<file path="src/hdl/e2q_pkg.sv">
// Package for the Euler-to-quaternion block: CORDIC constants and fixed-point types.
// Depends on nothing; used by the lane, merge and top-level modules.
`timescale 1ns / 1ps
package e2q_pkg;
   localparam int FRAC = 30;
   localparam int IW = 34;   // CORDIC x/y width: Q2.30 plus guard bits
   localparam int ZW = 34;   // residual angle width, 2^31 = pi
   localparam logic signed [IW-1:0] CORDIC_GAIN = 34'sd652032874;

   typedef logic signed [IW-1:0] trig_type;

   function automatic logic signed [ZW-1:0] atan_lut(input int i);
      logic signed [ZW-1:0] r;
      case (i)
         0: r = 34'sd536870912;  1: r = 34'sd316933406;  2: r = 34'sd167458907;
         3: r = 34'sd85004756;   4: r = 34'sd42667331;   5: r = 34'sd21354465;
         6: r = 34'sd10679838;   7: r = 34'sd5340245;    8: r = 34'sd2670163;
         9: r = 34'sd1335087;   10: r = 34'sd667544;    11: r = 34'sd333772;
         12: r = 34'sd166886;   13: r = 34'sd83443;     14: r = 34'sd41722;
         15: r = 34'sd20861;    16: r = 34'sd10430;     17: r = 34'sd5215;
         18: r = 34'sd2608;     19: r = 34'sd1304;      20: r = 34'sd652;
         21: r = 34'sd326;      22: r = 34'sd163;       23: r = 34'sd81;
         24: r = 34'sd41;       25: r = 34'sd20;        26: r = 34'sd10;
         27: r = 34'sd5;        28: r = 34'sd3;         29: r = 34'sd1;
         30: r = 34'sd1;
         default: r = '0;
      endcase
      return r;
   endfunction

   // Round a Q2.30 x Q2.30 product back to Q2.30.
   function automatic trig_type mulq(input trig_type a, input trig_type b);
      logic signed [2*IW-1:0] p;
      logic signed [2*IW-1:0] q;
      p = a * b;
      q = (p + (68'sd1 <<< (FRAC - 1))) >>> FRAC;
      return q[IW-1:0];
   endfunction
endpackage

</file>
<file path="src/hdl/e2q_lane.sv">
// One CORDIC lane: pipelined rotation-mode cosine/sine of a halved binary angle.
// Depends on e2q_pkg.
`timescale 1ns / 1ps
module e2q_lane import e2q_pkg::*; #(
   parameter int ANGLE_BITS = 16,
   parameter int CORDIC_STEPS = 16
) (
   input  logic                         clock,
   input  logic                         advance,
   input  logic signed [ANGLE_BITS-1:0] angle,
   output trig_type                     cos_out,
   output trig_type                     sin_out
);
   trig_type                x_ff [CORDIC_STEPS+1];
   trig_type                y_ff [CORDIC_STEPS+1];
   logic signed [ZW-1:0]    z_ff [CORDIC_STEPS+1];
   logic signed [ZW-1:0]    z_in;

   // halve with floor, then scale to 2^31 = pi
   always_comb begin
      z_in = ZW'(angle >>> 1) <<< (32 - ANGLE_BITS);
   end

   always_ff @(posedge clock) begin
      if (advance) begin
         x_ff[0] <= CORDIC_GAIN;
         y_ff[0] <= '0;
         z_ff[0] <= z_in;
      end
   end

   for (genvar i = 0; i < CORDIC_STEPS; i++) begin : g_step
      always_ff @(posedge clock) begin
         if (advance) begin
            if (!z_ff[i][ZW-1]) begin
               x_ff[i+1] <= x_ff[i] - (y_ff[i] >>> i);
               y_ff[i+1] <= y_ff[i] + (x_ff[i] >>> i);
               z_ff[i+1] <= z_ff[i] - atan_lut(i);
            end else begin
               x_ff[i+1] <= x_ff[i] + (y_ff[i] >>> i);
               y_ff[i+1] <= y_ff[i] - (x_ff[i] >>> i);
               z_ff[i+1] <= z_ff[i] + atan_lut(i);
            end
         end
      end
   end

   assign cos_out = x_ff[CORDIC_STEPS];
   assign sin_out = y_ff[CORDIC_STEPS];
endmodule

</file>
<file path="config.mk">
export PLATFORM = sky130hd
export DESIGN_NAME = e2q_lane
export DESIGN_NICKNAME = d
export VERILOG_FILES = /design/src/hdl/e2q_pkg.sv /design/src/hdl/e2q_lane.sv
export SDC_FILE = /design/constraint.sdc
export NUM_CORES = 2
export LEC_CHECK = 0
export BUFFER_PORTS_ARGS = -buffer_cell sky130_fd_sc_hd__buf_2
export CORE_MARGIN = 1.5
export CORE_UTILIZATION = 56
export DETAILED_ROUTE_END_ITERATION = 16
export GPL_ROUTABILITY_DRIVEN = 0
export PLACE_DENSITY = 0.77
export REMOVE_ABC_BUFFERS = 1
export SYNTH_ARGS = -nofsm -noshare
export SYNTH_HDL_FRONTEND = slang
export SYNTH_SLANG_ARGS = --single-unit
</file>
<file path="constraint.sdc">
create_clock -name clock -period 4.6 [get_ports clock]
set_clock_uncertainty 0.05 [all_clocks]
set_input_delay 0.23 -clock clock [delete_from_list [all_inputs] [get_ports clock]]
set_output_delay 0.23 -clock clock [all_outputs]
set_load 0.01 [all_outputs]
</file>
# After elaboration in Yosys (flattened, before gate mapping)
# Memory sizes are Yosys's and may differ from the RTL's.
# Index checks and enable logic that the tools add are counted.
[classes] mux=146 n_lt_le_gt_ge=0 n_mul=0 n_shift=0 reduce_logical=0 bitwise_logic=48 n_addsub=95 div_mod_pow=0 n_eq_ne=0
[ops] operator="two-way mux 34 bit" n=48
[ops] operator="two-way mux 1 bit" n=98
[ops] operator="adder 34 x 19 -> 34 bit" n=2
[ops] operator="adder 34 x 20 -> 34 bit" n=2
[ops] operator="adder 34 x 21 -> 34 bit" n=2
[ops] operator="adder 34 x 22 -> 34 bit" n=2
[ops] operator="adder 34 x 23 -> 34 bit" n=2
[ops] operator="adder 34 x 24 -> 34 bit" n=2
[ops] operator="adder 34 x 25 -> 34 bit" n=2
[ops] operator="adder 34 x 26 -> 34 bit" n=2
[ops] operator="adder 34 x 27 -> 34 bit" n=2
[ops] operator="adder 34 x 28 -> 34 bit" n=2
[ops] operator="adder 34 x 29 -> 34 bit" n=2
[ops] operator="adder 34 x 30 -> 34 bit" n=2
[ops] operator="adder 34 x 31 -> 34 bit" n=2
[ops] operator="adder 34 x 32 -> 34 bit" n=2
[ops] operator="adder 34 x 33 -> 34 bit" n=2
[ops] operator="subtractor 34 x 19 -> 34 bit" n=2
[ops] operator="subtractor 34 x 20 -> 34 bit" n=2
[ops] operator="subtractor 34 x 21 -> 34 bit" n=2
[ops] operator="subtractor 34 x 22 -> 34 bit" n=2
[ops] operator="subtractor 34 x 23 -> 34 bit" n=2
[ops] operator="subtractor 34 x 24 -> 34 bit" n=2
[ops] operator="subtractor 34 x 25 -> 34 bit" n=2
[ops] operator="43 further kinds" n=99
[totals] mem_bits_ro=0 ram_bits=1734 output_inout_bits=68 latch_bits=0 register_bits=0 mem_count=3 elab_cells=292 in_bits=18
[mem_list] name="x_ff" words=17 width=34 rd=17 rd_ports_with_merged_regs=0 wr=17 line="e2q_lane.sv:14" text="trig_type x_ff [CORDIC_STEPS+1];"
[mem_list] name="y_ff" words=17 width=34 rd=17 rd_ports_with_merged_regs=0 wr=17 line="e2q_lane.sv:15" text="trig_type y_ff [CORDIC_STEPS+1];"
[mem_list] name="z_ff" words=17 width=34 rd=16 rd_ports_with_merged_regs=0 wr=17 line="e2q_lane.sv:16" text="logic signed [ZW-1:0] z_ff [CORDIC_STEPS+1];"

# Longest topological paths before layout
# An unclocked memory read counts as a cell.
[depth] word_depth=5 ltp_mapped=21

# Worst setup path before layout
# Ideal clock, no wire load.
[synth_path] path_type="reg-to-reg" start="memory y_ff[11][21] in the netlist's numbering" end="memory x_ff[12][33] in the netlist's numbering (data pin)" setup_ps=260 path_stages_with_launch=18 required_ps=4290 arrival_time_ps=4671 synth_period_minus_slack_ps=4980 n_path_buf=0 slack_ps=-380 path_cell_list="edfxtp_1 or4_1 or3_1 or4_1 or3_1 nand2_1 xnor2_1 ha_1 a21o_1 a21o_1 a21o_1 a21o_1 a21oi_1 o21ai_0 a2111oi_0 o311ai_0 a21oi_1 xnor2_1"
[synth_rtl] element="start, declared" line="e2q_lane.sv:15"
[synth_rtl] element="end, declared" line="e2q_lane.sv:14"

==> flow_summary.json <==
{
  "ys_ff_latch": 1443,
  "synth_area_um2": 122000,
  "vias_per_cell": 6.28,
  "seq_area_um2": 43300,
  "hold_viol_final": 0,
  "synth_cells": 12700,
  "clk_latency_ps": 850,
  "pin_count": 86,
  "num_vias": 107000,
  "cts_max_level": 4,
  "antenna_found_initial": 3,
  "status": "finished with violations",
  "initial_utilization_pct": 56.3,
  "period_minus_slack_ps": 4980,
  "synth_ff_type": "edfxtp_1",
  "cp-start-kind": "register",
  "dp_slack_ps": -915,
  "grt.total_usage_pct": 28.8,
  "grt_max_degree": 150,
  "drt_iter0_markers": 9271,
  "ys_warn_count": 0,
  "synth_area_leaders": "edfxtp_1 35%, ha_1 14%, xnor2_1 8.5%, a21oi_1 5.3%, xor2_1 4.3%",
  "layout-drive-gt1-share_pct": 16.6,
  "yosysSeqAreaShare_pct": 35.4,
  "nFillCells": 15500,
  "grt_pass1_vias": 105000,
  "fmax_ghz": 0.201,
  "core_area_um2": 217000,
  "synth_area_leader_cell": "edfxtp_1",
  "cts.path.max_buffers": 3,
  "ys_async_sr_fraction_pct": 0,
  "numCtsBuffers": 164,
  "numClockSinks": 1443,
  "path_max_fanout": 3,
  "crit_type": "reg2reg",
  "grt_pass1_wl_um": 530000,
  "die_area_um2": 221000,
  "drtAntennaViolNets": 0,
  "cts_tree": "done",
  "clkTransAtPathRegs_ps": 60,
  "dp_hpwl_um": 256000,
  "rsz0062_at_grt": "true",
  "synth-edff-count": 1443,
  "cts_root_buffer": "clkbuf_16",
  "die_w_um": 470,
  "final_nets": 15500,
  "grt-ovfl-total": 0,
  "synth_top_area_share_pct": 35.4,
  "maxSlewViolCount": 0,
  "area_growth_pct": 18.4,
  "hold_slack_ps": 51.4,
  "worst_pin_slew_ps": 1070,
  "violations": "negative setup slack",
  "multiInputGateArea_um2": 79700,
  "port-buffer-count": 84,
  "maxCapViolCount": 0,
  "cp.arrival_ps": 5530,
  "die_height_um": 470,
  "yosysUniqueCellTypes": 93,
  "final_critical_path_setup_slack_ps": -380,
  "num_rows": 171,
  "cp_data_required_time_ps": 5150,
  "slew_headroom_pct": 28.4,
  "route.detailed.wl_per_inst_um": 19.8,
  "placed_area_um2": 134000,
  "drt_pass1_iterations": 10,
  "min_period_over_period_pct": 108,
  "drc": 0,
  "design_area_um2": 145000,
  "hp-class": "in2reg",
  "syn_area_per_cell_um2": 9.62,
  "endpoint_kind": "register",
  "drt-total-wl_um": 339000,
  "final-setup-viol-count": 34
}
-- metal layers --
metal  GRT usage (%)  share of wire, %  up-vias
met3            3.76               6.2     1249
met4            14.7               5.7        4
met5               0            0.0059        -
li1                -                 -    50400
met1            33.5                39    51100
met2            51.8                49     4371
-- kinds of logic (layout without fill, tap and decap cells) --
| family | Yosys count | count (layout) | synth area share, % |
|---|---|---|---|
| other cells | 0 | 3 | 0 |
| flops | 1443 | 1443 | 35.4 |
| fa+ha+maj | 1417 | 1417 | 14.7 |
| buf+inv | 736 | 2234 | 2.26 |
| xor+xnor | 1782 | 1782 | 12.8 |
| simple gates | 3293 | 3293 | 13.2 |
| mux | 115 | 115 | 0.991 |
| compound gates | 3932 | 3932 | 20.6 |
-- layout by cell type (no fill, tap or decap), drive strengths merged, types with 135 or more instances in the layout --
cell type,Yosys,layout
a21o,576,576
a21oi,1294,1294
buf,28,1383
clkbuf,178,195
edfxtp,1443,1443
ha,1376,1376
inv,522,536
nand2,664,664
nand2b,204,204
nand3,228,228
nor2,983,983
nor2b,171,171
nor3,315,315
o21a,220,220
o21ai,678,678
o21bai,160,160
o31ai,145,145
or3,135,135
xnor2,1186,1186
xor2,595,595
-- cell usage after synthesis (134+ instances only) --
library cell and n:
a21o_1 575, a21oi_1 1294, clkbuf_1 177, edfxtp_1 1443
ha_1 1376, inv_1 522, nand2_1 664, nand2b_1 204
nand3_1 228, nor2_1 983, nor2b_1 171, nor3_1 314
o21a_1 220, o21ai_0 676, o21bai_1 160, o31ai_1 145
or3_1 134, xnor2_1 1186, xor2_1 595
-- final timing paths --
kind / startpoint / to / slack, ps / depth (start not counted)
max: y_ff[8][15]$_DFFE_PP_ / x_ff[9][33]$_DFFE_PP_ / -380 / 20
min: angle[11] / z_ff[0][26]$_DFFE_PP_ / 50 / 2
max reg2reg: y_ff[8][15]$_DFFE_PP_ / x_ff[9][33]$_DFFE_PP_ / -380 / 20
min reg2reg: z_ff[0][17]$_DFFE_PP_ / z_ff[1][17]$_DFFE_PP_ / 370 / 0
-- timing repair --
action | CTS | global route
endpoints found under the setup margin | 109 | 231
pin swaps | 168 | 311
hold buffers | 16 | 0
endpoints found under the hold margin | 26 | 0
resized for setup | 309 | 515
buffers inserted | 67 | 94
-- layout make-up --
| type | instances | share of cell area, % |
|---|---|---|
| antenna | 3 | 0.00518 |
| inverter | 530 | 1.38 |
| clock inverter | 110 | 0.995 |
| tap | 2854 | 2.46 |
| timing repair buffer | 1399 | 7.32 |
| multi-input combinational | 10500 | 55.0 |
| clock buffer | 195 | 2.91 |
| sequential | 1443 | 29.9 |
-- critical path, cell delays in order, from the launching register on --
cell,delay [ps]
edfxtp_1,390
or3_4,410
or4_4,430
or3_4,350
or4_4,460
nor3_4,220
nor2_2,60
xor2_1,150
ha_1,340
and3_4,170
and2_4,160
buf_6,120
a21oi_4,170
o21bai_4,90
o41ai_4,400
a21oi_2,100
buf_4,160
a21oi_4,110
or2_4,140
a31oi_4,70
xnor2_1,160
-- flip-flops by register name, summed over array words and instances (netlist names) --
| name | count |
|---|---|
| x_ff | 484 |
| y_ff | 511 |
| z_ff | 448 |
-- metrics by stage --
stage                     instances  TNS (ps)  utilization, %
after floorplan               12500   -154010               -
after global placement        16600    -15980            61.9
after detailed placement      16600    -22400            61.9
after CTS                     17000     -4170            65.4
after global routing          17100    -13080            66.7
final                         17100     -4030            66.7
Power is left out: the tool's default activity adds up to more than one toggle a clock period on the data nets, which glitch-free logic cannot reach.
